$ cat src/design/tftp_packet_parser_macros.svh
// Assertion macros for the TFTP packet parser.
// Relies on clk and rst_n being visible where the macros are used.
`ifndef TFTP_PACKET_PARSER_MACROS_SVH
`define TFTP_PACKET_PARSER_MACROS_SVH

// Check that cons holds in the same cycle as ante.
`define TFPP_CHECK(lbl, ante, cons, msg) \
  lbl: assert property (@(posedge clk) disable iff (!rst_n) (ante) |-> (cons)) else $error(msg);

// Check that cons holds in the cycle after ante.
`define TFPP_CHECK_NEXT(lbl, ante, cons, msg) \
  lbl: assert property (@(posedge clk) disable iff (!rst_n) (ante) |=> (cons)) else $error(msg);

`endif

$ cat src/design/tfpp_pkg.sv
// Shared constants, codes and types for the TFTP packet parser.
// No dependencies; imported by every module of the block.
`timescale 1ns / 1ps

package tfpp_pkg;

  localparam int FILENAME_LIMIT = 256;
  localparam int MODE_LIMIT     = 16;
  localparam int DATA_LIMIT     = 512;
  localparam int MSG_LIMIT      = 512;

  localparam int QDEPTH = 4;
  localparam int QAW    = $clog2(QDEPTH);

  localparam logic [10:0] POS_MAX    = 11'd2047;
  localparam logic [10:0] DATA_LIM_W = 11'(DATA_LIMIT);
  localparam logic [10:0] MSG_LIM_W  = 11'(MSG_LIMIT);
  localparam logic [9:0]  NAME_LIM_W = 10'(FILENAME_LIMIT);
  localparam logic [9:0]  MODE_LIM_W = 10'(MODE_LIMIT);

  localparam logic [15:0] OP_RRQ   = 16'd1;
  localparam logic [15:0] OP_WRQ   = 16'd2;
  localparam logic [15:0] OP_DATA  = 16'd3;
  localparam logic [15:0] OP_ACK   = 16'd4;
  localparam logic [15:0] OP_ERROR = 16'd5;

  localparam logic [1:0] PH_NAME    = 2'd0;
  localparam logic [1:0] PH_MODE    = 2'd1;
  localparam logic [1:0] PH_DONE    = 2'd2;
  localparam logic [1:0] PH_PAYLOAD = 2'd3;

  localparam logic [1:0] SEC_DATA  = 2'd2;
  localparam logic [1:0] SEC_ERMSG = 2'd3;

  localparam logic [2:0] ST_OK        = 3'd0;
  localparam logic [2:0] ST_SHORT     = 3'd1;
  localparam logic [2:0] ST_BAD_OP    = 3'd2;
  localparam logic [2:0] ST_BAD_NAME  = 3'd3;
  localparam logic [2:0] ST_BAD_MODE  = 3'd4;
  localparam logic [2:0] ST_SHORT_HDR = 3'd5;
  localparam logic [2:0] ST_DATA_LONG = 3'd6;
  localparam logic [2:0] ST_ACK_LEN   = 3'd7;

  localparam logic RK_PAYLOAD = 1'b0;
  localparam logic RK_STATUS  = 1'b1;

  typedef struct packed {
    logic        has_pay;
    logic [1:0]  section;
    logic [7:0]  value;
    logic        has_stat;
    logic [2:0]  status;
    logic [15:0] opcode;
    logic [15:0] blk;
    logic [10:0] len;
    logic        kept;
  } job_t;

  typedef struct packed {
    logic        kind;
    logic [1:0]  section;
    logic [7:0]  value;
    logic        last;
    logic [2:0]  status;
    logic [15:0] opcode;
    logic [15:0] blk;
    logic [10:0] len;
    logic        kept;
  } res_t;

  typedef struct packed {
    logic full;
    logic empty;
  } qstat_t;

endpackage

$ cat src/design/tfpp_front.sv
// Front end: takes packet words, tracks header and string state, builds jobs.
// Depends on tfpp_pkg.
`timescale 1ns / 1ps

module tfpp_front (
  input  logic          clk,
  input  logic          rst_n,
  input  logic          in_valid,
  output logic          in_ready,
  input  logic [7:0]    in_packet_byte,
  input  logic          in_end_of_packet,
  input  tfpp_pkg::qstat_t q_stat,
  output logic          push,
  output tfpp_pkg::job_t push_job
);
  import tfpp_pkg::*;

  logic [10:0] bp_r, bp_nxt, bp_inc;
  logic [15:0] op_r, op_nxt;
  logic [1:0]  ph_r, ph_nxt;
  logic [8:0]  sl_r, sl_nxt;
  logic [15:0] bc_r, bc_nxt;
  logic [2:0]  st_r, st_nxt;
  logic [9:0]  sl_next, lim;
  logic        req, pay, accept;
  job_t        job;

  assign in_ready = !q_stat.full;
  assign accept   = in_valid && in_ready;
  assign push     = accept && (job.has_pay || job.has_stat);
  assign push_job = job;

  always_comb begin
    bp_nxt  = bp_r;
    op_nxt  = op_r;
    ph_nxt  = ph_r;
    sl_nxt  = sl_r;
    bc_nxt  = bc_r;
    st_nxt  = st_r;
    job     = '0;
    bp_inc  = (bp_r < POS_MAX) ? bp_r + 11'd1 : bp_r;
    req     = (op_r == OP_RRQ) || (op_r == OP_WRQ);
    sl_next = {1'b0, sl_r} + 10'd1;
    lim     = (ph_r == PH_NAME) ? NAME_LIM_W : MODE_LIM_W;
    if (ph_r == PH_PAYLOAD) begin
      if (op_r == OP_DATA && bp_r < DATA_LIM_W) begin
        job.has_pay = 1'b1;
        job.section = SEC_DATA;
      end else if (op_r == OP_ERROR && bp_r < MSG_LIM_W - 11'd1) begin
        job.has_pay = 1'b1;
        job.section = SEC_ERMSG;
      end
      bp_nxt = bp_inc;
    end else begin
      if (bp_r == 11'd0) begin
        op_nxt = {in_packet_byte, 8'h00};
      end else if (bp_r == 11'd1) begin
        op_nxt = {op_r[15:8], in_packet_byte};
      end else if (req) begin
        if (st_r == ST_OK && ph_r != PH_DONE) begin
          if (in_packet_byte == 8'h00) begin
            ph_nxt = (ph_r == PH_NAME) ? PH_MODE : PH_DONE;
            sl_nxt = '0;
          end else if (sl_next >= lim) begin
            st_nxt = (ph_r == PH_NAME) ? ST_BAD_NAME : ST_BAD_MODE;
          end else begin
            job.has_pay = 1'b1;
            job.section = ph_r;
            sl_nxt      = sl_next[8:0];
          end
        end
      end else if (bp_r == 11'd2) begin
        bc_nxt = {in_packet_byte, 8'h00};
      end else if (bp_r == 11'd3) begin
        bc_nxt = {bc_r[15:8], in_packet_byte};
      end
      bp_nxt = bp_inc;
      if (bp_inc == 11'd4 && op_nxt >= OP_DATA && op_nxt <= OP_ERROR) begin
        ph_nxt = PH_PAYLOAD;
        bp_nxt = '0;
      end
    end
    job.value = in_packet_byte;

    pay = (ph_nxt == PH_PAYLOAD);
    if (in_end_of_packet) begin
      job.has_stat = 1'b1;
      job.opcode   = op_nxt;
      job.blk      = pay ? bc_nxt : 16'h0000;
      job.len      = pay ? bp_nxt : ((bp_nxt > 11'd4) ? bp_nxt - 11'd4 : 11'd0);
      job.kept     = pay && op_nxt == OP_ERROR && bp_nxt >= 11'd1 && bp_nxt < MSG_LIM_W;
      if (!pay && bp_nxt < 11'd2) begin
        job.status = ST_SHORT;
      end else if (op_nxt == OP_RRQ || op_nxt == OP_WRQ) begin
        if (st_nxt == ST_OK && ph_nxt == PH_NAME) job.status = ST_BAD_NAME;
        else if (st_nxt == ST_OK && ph_nxt == PH_MODE) job.status = ST_BAD_MODE;
        else job.status = st_nxt;
      end else if (op_nxt == OP_DATA) begin
        job.status = !pay ? ST_SHORT_HDR : ((bp_nxt > DATA_LIM_W) ? ST_DATA_LONG : ST_OK);
      end else if (op_nxt == OP_ACK) begin
        job.status = (pay && bp_nxt == 11'd0) ? ST_OK : ST_ACK_LEN;
      end else if (op_nxt == OP_ERROR) begin
        job.status = pay ? ST_OK : ST_SHORT_HDR;
      end else begin
        job.status = ST_BAD_OP;
      end
    end
  end

  always_ff @(posedge clk) begin
    if (!rst_n) begin
      bp_r <= '0;
      op_r <= '0;
      ph_r <= PH_NAME;
      sl_r <= '0;
      bc_r <= '0;
      st_r <= ST_OK;
    end else if (accept) begin
      if (in_end_of_packet) begin
        bp_r <= '0;
        op_r <= '0;
        ph_r <= PH_NAME;
        sl_r <= '0;
        bc_r <= '0;
        st_r <= ST_OK;
      end else begin
        bp_r <= bp_nxt;
        op_r <= op_nxt;
        ph_r <= ph_nxt;
        sl_r <= sl_nxt;
        bc_r <= bc_nxt;
        st_r <= st_nxt;
      end
    end
  end

endmodule

$ cat src/design/tfpp_queue.sv
// Short job queue between the front end and the result stage.
// Depends on tfpp_pkg.
`timescale 1ns / 1ps

module tfpp_queue (
  input  logic             clk,
  input  logic             rst_n,
  input  logic             push,
  input  tfpp_pkg::job_t   push_job,
  input  logic             pop,
  output tfpp_pkg::job_t   head,
  output tfpp_pkg::qstat_t q_stat
);
  import tfpp_pkg::*;

  job_t           mem_r [QDEPTH];
  logic [QAW-1:0] wp_r, rp_r;
  logic [QAW:0]   cnt_r, cnt_nxt;
  logic           do_pop;

  assign q_stat.full  = (cnt_r == (QAW+1)'(QDEPTH));
  assign q_stat.empty = (cnt_r == '0);
  assign head         = mem_r[rp_r];
  assign do_pop       = pop && !q_stat.empty;

  always_comb begin
    cnt_nxt = cnt_r;
    if (push && !do_pop) cnt_nxt = cnt_r + (QAW+1)'(1);
    else if (!push && do_pop) cnt_nxt = cnt_r - (QAW+1)'(1);
  end

  always_ff @(posedge clk) begin
    if (push) mem_r[wp_r] <= push_job;
  end

  always_ff @(posedge clk) begin
    if (!rst_n) begin
      wp_r  <= '0;
      rp_r  <= '0;
      cnt_r <= '0;
    end else begin
      if (push) wp_r <= wp_r + QAW'(1);
      if (do_pop) rp_r <= rp_r + QAW'(1);
      cnt_r <= cnt_nxt;
    end
  end

endmodule

$ cat src/design/tfpp_back.sv
// Result stage: splits each job into payload and status words, holds them
// in an output register. Depends on tfpp_pkg.
`timescale 1ns / 1ps

module tfpp_back (
  input  logic             clk,
  input  logic             rst_n,
  input  tfpp_pkg::job_t   head,
  input  tfpp_pkg::qstat_t q_stat,
  output logic             pop,
  output logic             out_valid,
  input  logic             out_ready,
  output tfpp_pkg::res_t   res
);
  import tfpp_pkg::*;

  logic out_valid_r, out_valid_nxt;
  logic sub_r, sub_nxt;
  res_t res_r, res_nxt;
  logic load;

  assign out_valid = out_valid_r;
  assign res       = res_r;
  assign load      = !out_valid_r || out_ready;

  always_comb begin
    out_valid_nxt = out_valid_r;
    sub_nxt       = sub_r;
    res_nxt       = res_r;
    pop           = 1'b0;
    if (load) begin
      out_valid_nxt = !q_stat.empty;
      if (!q_stat.empty) begin
        res_nxt = '0;
        if (head.has_pay && !sub_r) begin
          res_nxt.kind    = RK_PAYLOAD;
          res_nxt.section = head.section;
          res_nxt.value   = head.value;
          res_nxt.last    = !head.has_stat;
          sub_nxt         = head.has_stat;
          pop             = !head.has_stat;
        end else begin
          res_nxt.kind   = RK_STATUS;
          res_nxt.last   = 1'b1;
          res_nxt.status = head.status;
          res_nxt.opcode = head.opcode;
          res_nxt.blk    = head.blk;
          res_nxt.len    = head.len;
          res_nxt.kept   = head.kept;
          sub_nxt        = 1'b0;
          pop            = 1'b1;
        end
      end
    end
  end

  always_ff @(posedge clk) begin
    res_r <= res_nxt;
  end

  always_ff @(posedge clk) begin
    if (!rst_n) begin
      out_valid_r <= 1'b0;
      sub_r       <= 1'b0;
    end else begin
      out_valid_r <= out_valid_nxt;
      sub_r       <= sub_nxt;
    end
  end

endmodule

$ cat src/design/tftp_packet_parser.sv
// TFTP packet parser, one packet byte per cycle in, one result per cycle out, each side
// while not stalled. Accepts a new word every cycle while the four-deep job queue has
// room; the result register emits one word per cycle while out_ready is high, so a final
// byte that also carries a payload byte yields a payload word and then a status word.
// Such a byte closes a packet of at least three bytes, so with the output always ready
// the queue never fills; only a stalled receiver fills it, and then in_ready drops until
// an entry is freed. Each result passes through the job queue and the result register.
// Depends on tfpp_pkg, tfpp_front, tfpp_queue, tfpp_back and the macro header.
`timescale 1ns / 1ps
`include "tftp_packet_parser_macros.svh"

module tftp_packet_parser (
  input  logic        clk,
  input  logic        rst_n,
  input  logic        in_valid,
  output logic        in_ready,
  input  logic [7:0]  in_packet_byte,
  input  logic        in_end_of_packet,
  output logic        out_valid,
  input  logic        out_ready,
  output logic        out_result_kind,
  output logic [1:0]  out_section,
  output logic [7:0]  out_payload_value,
  output logic        out_last_of_run,
  output logic [2:0]  out_parse_status,
  output logic [15:0] out_opcode_seen,
  output logic [15:0] out_block_or_code,
  output logic [10:0] out_payload_length,
  output logic        out_message_kept
);
  import tfpp_pkg::*;

  qstat_t q_stat;
  job_t   push_job, head;
  res_t   res;
  logic   push, pop;

  tfpp_front u_front (
    .clk              (clk),
    .rst_n            (rst_n),
    .in_valid         (in_valid),
    .in_ready         (in_ready),
    .in_packet_byte   (in_packet_byte),
    .in_end_of_packet (in_end_of_packet),
    .q_stat           (q_stat),
    .push             (push),
    .push_job         (push_job)
  );

  tfpp_queue u_queue (
    .clk      (clk),
    .rst_n    (rst_n),
    .push     (push),
    .push_job (push_job),
    .pop      (pop),
    .head     (head),
    .q_stat   (q_stat)
  );

  tfpp_back u_back (
    .clk       (clk),
    .rst_n     (rst_n),
    .head      (head),
    .q_stat    (q_stat),
    .pop       (pop),
    .out_valid (out_valid),
    .out_ready (out_ready),
    .res       (res)
  );

  assign out_result_kind    = res.kind;
  assign out_section        = res.section;
  assign out_payload_value  = res.value;
  assign out_last_of_run    = res.last;
  assign out_parse_status   = res.status;
  assign out_opcode_seen    = res.opcode;
  assign out_block_or_code  = res.blk;
  assign out_payload_length = res.len;
  assign out_message_kept   = res.kept;

  `TFPP_CHECK(a_full_stalls, q_stat.full, !in_ready, "input taken while queue full")
  `TFPP_CHECK(a_stat_last, out_valid && out_result_kind == RK_STATUS, out_last_of_run, "status word without last flag")
  `TFPP_CHECK(a_pay_clean, out_valid && out_result_kind == RK_PAYLOAD, out_parse_status == ST_OK && out_opcode_seen == 16'h0000, "payload word carries status fields")
  `TFPP_CHECK_NEXT(a_split_pair, out_valid && out_ready && out_result_kind == RK_PAYLOAD && !out_last_of_run, out_valid && out_result_kind == RK_STATUS, "status word does not follow its payload word")

endmodule

$ cat config.mk
export PLATFORM = sky130hd
export DESIGN_NAME = tftp_packet_parser
export DESIGN_NICKNAME = d
export VERILOG_FILES = /design/src/design/tfpp_pkg.sv /design/src/design/tfpp_front.sv /design/src/design/tfpp_queue.sv /design/src/design/tfpp_back.sv /design/src/design/tftp_packet_parser.sv
export VERILOG_INCLUDE_DIRS = /design/src /design/src/design
export SDC_FILE = /design/constraint.sdc
export NUM_CORES = 1
export LEC_CHECK = 0
export BUFFER_PORTS_ARGS = -buffer_cell sky130_fd_sc_hd__buf_2
export CORE_ASPECT_RATIO = 1.4
export CORE_UTILIZATION = 50
export CTS_BUF_LIST = sky130_fd_sc_hd__clkbuf_2
export CTS_CLUSTER_DIAMETER = 40
export DETAILED_ROUTE_END_ITERATION = 6
export PLACE_DENSITY = 0.7
export SKIP_CTS_REPAIR_TIMING = 1
export SLEW_MARGIN = 20
export SYNTH_ARGS = -nofsm -noshare
export SYNTH_HDL_FRONTEND = slang
export SYNTH_SLANG_ARGS = --single-unit
$ cat constraint.sdc
create_clock -name clk -period 5.7 [get_ports clk]
set_clock_uncertainty 0.15 [all_clocks]
set_input_delay 0 -clock clk [delete_from_list [all_inputs] [get_ports clk]]
set_output_delay 0 -clock clk [all_outputs]
set_load 0.005 [all_outputs]
==> impl_metrics.json, run 1 <==
{
  "avgSynthCellArea_um2": 14.5,
  "clockRootBuffer": "clkbuf_2",
  "antenna_found_initial": 1,
  "gp_congestion": 0.899,
  "dr.first_iter.drc_count": 737,
  "fin_crit_sh_pct": 83.0,
  "pwr-share-seq_pct": 51.7,
  "finalHoldViolations": 0,
  "ys_ff_latch": 363,
  "swShare_pct": 29.1,
  "finalSetupViolCount": 0,
  "min_path_cells": 4,
  "place_ws_ns": 1.05,
  "p_int_mw": 4.73,
  "start_util_pct": 50.9,
  "overflow": 0,
  "cp_cell_sequence": "inv_1, ha_1, or4b_1, nor3_1, a31oi_1, o2111a_2, a31oi_1, ha_1, and2_1, a22oi_1, o21ai_1, a21oi_1",
  "area_growth_pct": 11.3,
  "power_frac_clock_pct": 24.9,
  "worst_slack_ns": 0.971,
  "grt_pass1_wl_mm": 51.4,
  "crit_type": "reg -> reg",
  "start_kind": "flip-flop",
  "path_max_fanout": 15,
  "cp-end-kind": "flip-flop",
  "cts_max_path_buffers": 3,
  "ir_drop_mv": 0.293,
  "numPortBuffers": 73,
  "p_leak_nw": 5.88,
  "crit_family": "compound AO/OA/AOI/OAI gates",
  "clock.fmax_mhz": 211,
  "drc": 0,
  "cts.sinks": 363,
  "cp.arrival_ns": 5.14,
  "cts_tree": "built",
  "synth_top_area_share_pct": 56.5,
  "synth.area.top_cells": "edfxtp_1 56%, dfxtp_1 8.7%, mux4_2 8.5%",
  "fp-row-count": 76,
  "pwr-share-comb_pct": 23.5,
  "multi_input_area_um2": 5130,
  "num_vias": 9671,
  "finalPower_mw": 6.67,
  "path_depth": 12,
  "synth_top_area_cell": "edfxtp_1",
  "rsz0062_at_grt": "false",
  "worstRegToRegCells": 12,
  "fp.dieArea_um2": 32100,
  "ys.warnings.count": 0,
  "synth_seq_area_share_pct": 65.1,
  "p_sw_mw": 1.94,
  "routed_via_density": 5.78,
  "synth.net_count": 1113,
  "critPathRequiredTime_ns": 6.11,
  "drive_above_1_share_pct": 24.3,
  "critPathBufInv": 1,
  "die_x_um": 152,
  "synth_commonest_cells": "295 x edfxtp_1, 90 x nor2b_1, 68 x dfxtp_1",
  "h-tree-depth": 3,
  "yosysUniqueCellTypes": 76,
  "numCtsBuffers": 83,
  "syn-cell-area_um2": 15700,
  "die_h_um": 212,
  "maxSlewHeadroom_pct": 30.5,
  "fin_setup_tns_ns": 0,
  "drtAntennaViolNets": 0,
  "hold_path_class": "in -> reg",
  "powerDensity_nw_per_um2": 382,
  "clk_latency_ns": 0.92,
  "synthArstFlopShare_pct": 0,
  "critPathMaxStageDelay_ns": 0.71,
  "register_area_um2": 10200,
  "drtPass1Iterations": 6,
  "post-route-min-period_ns": 4.73,
  "cts.clk_slew.worst_paths_ns": 0.11,
  "n_fill_cell": 2524,
  "wire_per_inst_um": 20.1,
  "report.final.slew_viol_count": 0,
  "boundaryPins": 74,
  "synthCells": 1084,
  "cap_viol_max_count": 0,
  "nets": 1244,
  "dp_hpwl_mm": 20.2,
  "synth_most_common_cell": "edfxtp_1",
  "coreArea_um2": 30800,
  "synth_ff_type": "edfxtp_1",
  "status": "finished clean",
  "grt_pass1_vias": 9657,
  "routed_wl_mm": 33.6,
  "worst_pin_slew_ns": 1.04,
  "grtUsageTotal_pct": 21.3,
  "synth-edff-count": 295,
  "grt_start_max_net_pins": 65,
  "cp_slowest_cell": "o21ai_1"
}
## final timing paths
path | startpoint | end | slack [ns]
worst min register to register | u_front.sl_r[1] | u_front.sl_r[1] | 0.36
worst min-delay path | in_packet_byte[1] | u_front.bc_r[9] | 0.07
worst max-delay path | u_front.bp_r[0] | u_queue.mem_r[0][1] | 0.97
worst max register to register | u_front.bp_r[0] | u_queue.mem_r[0][1] | 0.97
## cell families (layout without fill, tap and decap cells)
logic type               count (synthesis)  after routing  synth area share (%)
other                                    0              1                     0
buffers and inverters                   86            283                  2.30
AO/OA/AOI/OAI                          163            163                  7.48
adder cells (fa/ha/maj)                 16             16                  1.32
XOR/XNOR                                19             19                  1.06
multiplexers                            88             88                  10.4
flip-flops                             363            363                  65.1
AND/OR/NAND/NOR                        349            349                  12.4
## state kept, by name (all words and copies together), names as in the netlist, named ones only
signal            cells
u_back.out_valid      1
u_back.res           59
u_back.sub_r          1
u_front.bc_r         16
u_front.bp_r         11
u_front.op_r         16
u_front.ph_r          2
u_front.sl_r          9
u_front.st_r          3
u_queue.cnt_r         3
u_queue.mem_r       236
u_queue.rp_r          2
u_queue.wp_r          2
## worst min-delay path, stage by stage
cell and delay, ns:
dlygate4sd3_1 0.54, buf_2 0.25, a22oi_1 0.21, nor2b_1 0.06
## routing by layer
metal / track usage [%] / wire length, µm / share of wire, % / up-vias
met5: 0 / 0 / 0 / -
met4: 9.32 / 1050 / 3.1 / 0
met3: 4.07 / 1750 / 5.2 / 80
met2: 37.0 / 17600 / 53 / 330
met1: 25.3 / 13200 / 39 / 4780
li1: - / - / - / 4481
## cell usage in the layout, fill, tap and decap left out, types with 29 or more instances in the layout
master         instances
edfxtp_1             295
clkbuf_2             129
nor2b_1               90
buf_2                 73
nor2_1                67
dfxtp_1               66
mux4_2                59
nand2_1               52
a22oi_1               42
dlygate4sd3_1         29
## final cells by class
type                    instances  share of cell area [%]
repair buffers                115                    4.39
multi-input cells             635                    29.4
flip-flops and latches        363                    58.6
inverters                      17                   0.365
diodes                          1                  0.0143
clock inverters                22                   0.810
clock buffers                 129                    3.70
well taps                     390                    2.79
## power by group through the flow
stage | sequential (mW) | clock [mW] | combinational [mW]
floorplan | 3.54 | 0 | 1.02
global placement | 3.50 | 0 | 1.54
detailed placement | 3.51 | 0 | 1.56
CTS | 3.45 | 1.72 | 1.58
global route | 3.49 | 1.84 | 1.73
finish | 3.45 | 1.66 | 1.56
## through the flow
| stage | cell area [µm²] | cells | hold slack [ns] | util, % |
|---|---|---|---|---|
| final | 17500 | 1672 | 0.0650 | 56.7 |
| after global routing | 17500 | 1672 | 0.0290 | 56.7 |
| after CTS | 17200 | 1642 | -0.837 | 55.7 |
| after detailed placement | 16400 | 1491 | 0.188 | 53.2 |
| after global placement | 16400 | 1491 | 0.179 | 53.2 |
| after floorplan | 15700 | 1084 | -0.0511 | - |
Power figures use the tool's default switching activity.
==> run 2: changes to the inputs <==
==> constraint.sdc (replaced) <==
create_clock -name clk -period 4.7 [get_ports clk]
set_clock_uncertainty 0.15 [all_clocks]
set_input_delay 0 -clock clk [delete_from_list [all_inputs] [get_ports clk]]
set_output_delay 0 -clock clk [all_outputs]
set_load 0.005 [all_outputs]
==> run 2 against run 1 <==
Die area stayed put. Count of clock-buffer cells in the layout is 5 lower. Non-clock buffer count is 25 higher. Register-to-register slack worse by 0.65 ns. First-iteration DRC count is 13% lower. Power is 22% higher. Fmax is 8.1% higher. Design area is 1.8% higher. Sequential cell count stayed put. Global-route usage is 1.0 points higher. Critical path depth is 1 higher. Core utilization is 0.99 points higher. Critical path type unchanged. Highest routed layer is now met5.
==> impl_metrics.json, run 2 (synthesis gave the netlist of run 1 again) <==
{
  "wire_per_inst_um": 20.8,
  "drc": 0,
  "h-tree-depth": 3,
  "min_to": "u_front.bp_r[7]",
  "die_x_um": 152,
  "clockRootBuffer": "clkbuf_2",
  "multi_input_area_um2": 5130,
  "grt_start_max_net_pins": 65,
  "path_max_fanout": 15,
  "pwr-share-comb_pct": 23.7,
  "cts.sinks": 363,
  "fp.dieArea_um2": 32100,
  "cts_max_path_buffers": 3,
  "r2r_slack_ns": 0.33,
  "fin_setup_tns_ns": 0,
  "coreArea_um2": 30800,
  "fin_crit_sh_pct": 93.1,
  "swShare_pct": 28.8,
  "num_vias": 9794,
  "dp_cells": 1517,
  "fp-row-count": 76,
  "start_util_pct": 50.9,
  "finalSetupViolCount": 0,
  "rr_endpoint": "u_queue.mem_r[1][46]",
  "clk_latency_ns": 0.94,
  "place_area_um2": 16700,
  "finalHoldViolations": 0,
  "final_core_util_pct": 57.7,
  "min_path_cells": 6,
  "dp_hpwl_mm": 22.2,
  "cp.arrival_ns": 4.89,
  "final_cell_mix": "295 x edfxtp_1, 124 x clkbuf_2, 90 x nor2b_1",
  "crit_type": "reg -> reg",
  "antenna_found_initial": 2,
  "gp_congestion": 0.895,
  "drive_above_1_share_pct": 25.9,
  "cts_tree": "built",
  "ir_drop_mv": 0.506,
  "final_common_cell": "edfxtp_1",
  "report.final.slew_viol_count": 0,
  "grt_pass1_wl_mm": 53.2,
  "boundaryPins": 74,
  "r2r-start": "u_front.bp_r[1]",
  "dr.first_iter.drc_count": 644,
  "routed_wl_mm": 35.1,
  "grt_pass1_vias": 9738,
  "overflow": 0,
  "p_sw_mw": 2.34,
  "nets": 1266,
  "place_ws_ns": 0.297,
  "largest_reg_flops": 236,
  "layout.cells.non_filler": 1687,
  "status": "finished clean",
  "pwr-share-seq_pct": 51.6,
  "p_int_mw": 5.79,
  "hold_path_class": "in -> reg",
  "routed_via_density": 5.81,
  "worstRegToRegCells": 13,
  "min-delay-start": "in_valid",
  "numPortBuffers": 73,
  "powerDensity_nw_per_um2": 458,
  "n_fill_cell": 2500,
  "drtAntennaViolNets": 0,
  "power_frac_clock_pct": 24.7,
  "numCtsBuffers": 80,
  "worst_slack_ns": 0.325,
  "worst_pin_slew_ns": 1.02,
  "grtUsageTotal_pct": 22.3,
  "post-route-min-period_ns": 4.37,
  "clock.fmax_mhz": 229,
  "start_kind": "flip-flop",
  "cap_viol_max_count": 0,
  "top_register": "u_queue.mem_r",
  "cts.clk_slew.worst_paths_ns": 0.10,
  "rsz0062_at_grt": "false",
  "register_area_um2": 10200,
  "die_h_um": 212,
  "drtPass1Iterations": 6,
  "area_growth_pct": 13.2,
  "p_leak_nw": 6.03,
  "final_area_um2": 17800,
  "critPathRequiredTime_ns": 5.21,
  "maxSlewHeadroom_pct": 31.6,
  "cp-end-kind": "flip-flop"
}
==> run 2: stage by stage <==
stage,hold WS [ns],power [mW]
after floorplan,-0.0511,5.51
after global routing,0.0375,8.59
final,0.0849,8.14
after global placement,0.173,6.16
after detailed placement,0.191,6.21
after CTS,-0.870,8.23
==> run 2: power by group through the flow <==
| stage | registers (mW) | clock network, mW | logic (mW) |
|---|---|---|---|
| 6_report | 4.20 | 2.01 | 1.93 |
| 5_1_grt | 4.26 | 2.21 | 2.12 |
| 4_1_cts | 4.21 | 2.08 | 1.94 |
| 3_5_place_dp | 4.28 | 0 | 1.93 |
| 3_3_place_gp | 4.26 | 0 | 1.90 |
| 2_1_floorplan | 4.27 | 0 | 1.24 |
==> run 2: area by class of cell <==
| class | instances | share of cell area (%) |
|---|---|---|
| flip-flops and latches | 363 | 57.6 |
| multi-input cells | 635 | 28.9 |
| repair buffers | 140 | 6.13 |
| clock buffers | 124 | 3.49 |
| well taps | 390 | 2.75 |
| clock inverters | 16 | 0.796 |
| inverters | 17 | 0.359 |
| diodes | 2 | 0.0282 |
==> run 2: routing by layer <==
metal  GRT usage (%)  up-vias  wire length (µm)
li1                -     4528                 -
met1            26.7     4886             13500
met2            38.1      298             18400
met3            4.40       80              1780
met4            10.4        2              1360
met5               0        -                11
==> run 2: worst max-delay path: stages (launching register included) <==
cell and delay (ns):
dfxtp_1 0.50, inv_1 0.13, ha_1 0.38, or4b_1 0.67, nor3_1 0.33, a31oi_1 0.13
o2111a_2 0.34, a31oi_1 0.30, inv_1 0.12, ha_1 0.20, a21oi_1 0.18, o21ai_0 0.12
a21bo_2 0.22, a211oi_1 0.38
==> run 2: worst max-delay path by stage <==
stage	from	to	slack [ns]	depth (start not counted)
floorplan	u_front.sl_r[0]	u_queue.mem_r[0][0]	0.31	12
global placement	u_front.bp_r[0]	u_queue.mem_r[0][46]	0.46	13
detailed placement	u_front.bp_r[0]	u_queue.mem_r[1][46]	0.30	13
CTS	u_front.bp_r[0]	u_queue.mem_r[1][46]	0.31	13
global route	u_front.bp_r[1]	u_queue.mem_r[1][46]	0.004	13
finish	u_front.bp_r[1]	u_queue.mem_r[1][46]	0.33	13
==> run 3: changes to the inputs <==
--- a/config.mk
+++ b/config.mk
@@ -12,7 +12,7 @@
 export CTS_BUF_LIST = sky130_fd_sc_hd__clkbuf_2
 export CTS_CLUSTER_DIAMETER = 40
 export DETAILED_ROUTE_END_ITERATION = 6
-export PLACE_DENSITY = 0.7
+export PLACE_DENSITY = 0.71
 export SKIP_CTS_REPAIR_TIMING = 1
 export SLEW_MARGIN = 20
 export SYNTH_ARGS = -nofsm -noshare
==> constraint.sdc (replaced) <==
create_clock -name clk -period 4.3 [get_ports clk]
set_clock_uncertainty 0.15 [all_clocks]
set_input_delay 0 -clock clk [delete_from_list [all_inputs] [get_ports clk]]
set_output_delay 0 -clock clk [all_outputs]
set_load 0.005 [all_outputs]
==> run 3 against run 2 <==
Worst setup slack got worse by 0.081 ns. Largest cell class unchanged. Cell count increased by 2.0%. Count of clock-buffer cells in the layout is 9 higher. Critical path type unchanged. Core utilization grew 0.56 points. Via count rose by 0.27%.
==> impl_metrics.json, run 3 (synthesis gave the netlist of run 1 again) <==
{
  "worstRegToRegCells": 13,
  "finalPower_mw": 9.06,
  "num_vias": 9820,
  "endpoint": "u_queue.mem_r[2][46]",
  "cts_tree": "built",
  "drtPass1Iterations": 5,
  "routed_via_density": 5.71,
  "cp.arrival_ns": 4.66,
  "gp_congestion": 0.924,
  "numCtsBuffers": 85,
  "clk_latency_ns": 1.01,
  "final_core_util_pct": 58.2,
  "worst_pin_slew_ns": 0.903,
  "p_sw_mw": 2.60,
  "drive_above_1_share_pct": 27.8,
  "antenna_found_initial": 2,
  "area_growth_pct": 14.3,
  "ir_drop_mv": 0.334,
  "rr_endpoint": "u_queue.mem_r[2][46]",
  "cp_cell_sequence": "inv_1, ha_1, or4b_1, o41ai_1, a31oi_1, o2111a_2, a31oi_1, inv_1, ha_1, a21oi_1, o21ai_0, a21bo_2, a211oi_2",
  "clockRootBuffer": "clkbuf_2",
  "fp-row-count": 76,
  "wire_per_inst_um": 20.0,
  "cap_viol_max_count": 0,
  "h-tree-depth": 3,
  "finalHoldViolations": 0,
  "dr.first_iter.drc_count": 645,
  "r2r_slack_ns": 0.24,
  "cp-end-kind": "flip-flop",
  "grt_pass1_wl_mm": 53.3,
  "hold_path_class": "in -> reg",
  "coreArea_um2": 30800,
  "die_x_um": 152,
  "boundaryPins": 74,
  "powerDensity_nw_per_um2": 505,
  "cts.sinks": 363,
  "place_ws_ns": 0.0693,
  "grt_pass1_vias": 9916,
  "die_h_um": 212,
  "fin_crit_sh_pct": 94.3,
  "r2r-start": "u_front.bp_r[1]",
  "worst_slack_ns": 0.245,
  "layout.cells.non_filler": 1720,
  "start_util_pct": 50.9,
  "grtUsageTotal_pct": 22.2,
  "routed_wl_mm": 34.5,
  "grt_start_max_net_pins": 62,
  "start_kind": "flip-flop",
  "status": "finished clean",
  "final_cell_mix": "295 x edfxtp_1, 133 x clkbuf_2, 90 x nor2b_1",
  "clock.fmax_mhz": 247,
  "crit_type": "reg -> reg",
  "drc": 0,
  "fp.dieArea_um2": 32100,
  "post-route-min-period_ns": 4.06,
  "drtAntennaViolNets": 0,
  "crit_start": "u_front.bp_r[1]",
  "p_int_mw": 6.46,
  "maxSlewHeadroom_pct": 39.2,
  "report.final.slew_viol_count": 0,
  "cts.clk_slew.worst_paths_ns": 0.11,
  "overflow": 0,
  "nets": 1287,
  "final_common_cell": "edfxtp_1",
  "numPortBuffers": 73,
  "cp_slowest_cell": "dfxtp_1",
  "cts_max_path_buffers": 3,
  "finalSetupViolCount": 0,
  "pwr-share-seq_pct": 50.6,
  "swShare_pct": 28.7,
  "p_leak_nw": 6.16,
  "top_register": "u_queue.mem_r",
  "dp_cells": 1534,
  "largest_reg_flops": 236,
  "critPathMaxStageDelay_ns": 0.53,
  "dp_hpwl_mm": 21.9,
  "critPathRequiredTime_ns": 4.90,
  "path_max_fanout": 9,
  "power_frac_clock_pct": 26.3,
  "pwr-share-comb_pct": 23.1,
  "fin_setup_tns_ns": 0
}
==> run 3: area by class of cell <==
type	instances	area [µm²]
diodes	4	10.0
clock buffers	133	666
clock inverters	22	199
fillers	2545	12900
inverters	17	63.8
multi-input cells	635	5150
flip-flops and latches	363	10200
well taps	390	488
repair buffers	156	1130
==> run 3: power by group through the flow <==
| stage | clock (mW) | combinational (mW) | sequential [mW] |
|---|---|---|---|
| floorplan | 0 | 1.35 | 4.67 |
| finish | 2.38 | 2.09 | 4.59 |
| CTS | 2.47 | 2.12 | 4.60 |
| detailed placement | 0 | 2.11 | 4.68 |
| global route | 2.63 | 2.32 | 4.65 |
| global placement | 0 | 2.08 | 4.66 |
==> run 3: worst min-delay path by stage <==
stage,to,slack [ns],from,cells past startpoint
2_1_floorplan,u_queue.mem_r[0][47],-0.05,in_end_of_packet,0
3_5_place_dp,u_back.out_valid,0.18,out_ready,4
5_1_grt,u_queue.mem_r[3][14],-0.001,in_packet_byte[2],4
4_1_cts,u_back.out_valid,-0.91,out_ready,4
6_report,u_queue.mem_r[1][12],0.03,in_packet_byte[0],4
3_3_place_gp,u_back.out_valid,0.17,out_ready,4
==> run 3: per-layer routing <==
metal | part of all wire, % | track usage [%] | up-vias
met4 | 3.2 | 10.3 | 0
met3 | 5.1 | 4.38 | 76
met5 | 0 | 0 | -
met1 | 39 | 27.0 | 4864
met2 | 53 | 37.6 | 308
li1 | - | - | 4572
==> run 3: per-stage QoR <==
step                      hold WS, ns  cell area [µm²]
final                          0.0349            17900
after global placement          0.173            16800
after floorplan               -0.0511            15700
after global routing        -0.000963            17900
after CTS                      -0.914            17600
after detailed placement        0.179            16800
==> run 3: worst max-delay path, delay by kind of cell (launching register included) <==
kind	cells	cell delay, ns
buffers and inverters	2	0.24
DFF	1	0.53
and+or+nand+nor	1	0.52
AOI/OAI and AO/OA	8	1.95
adders and majority gates	2	0.41
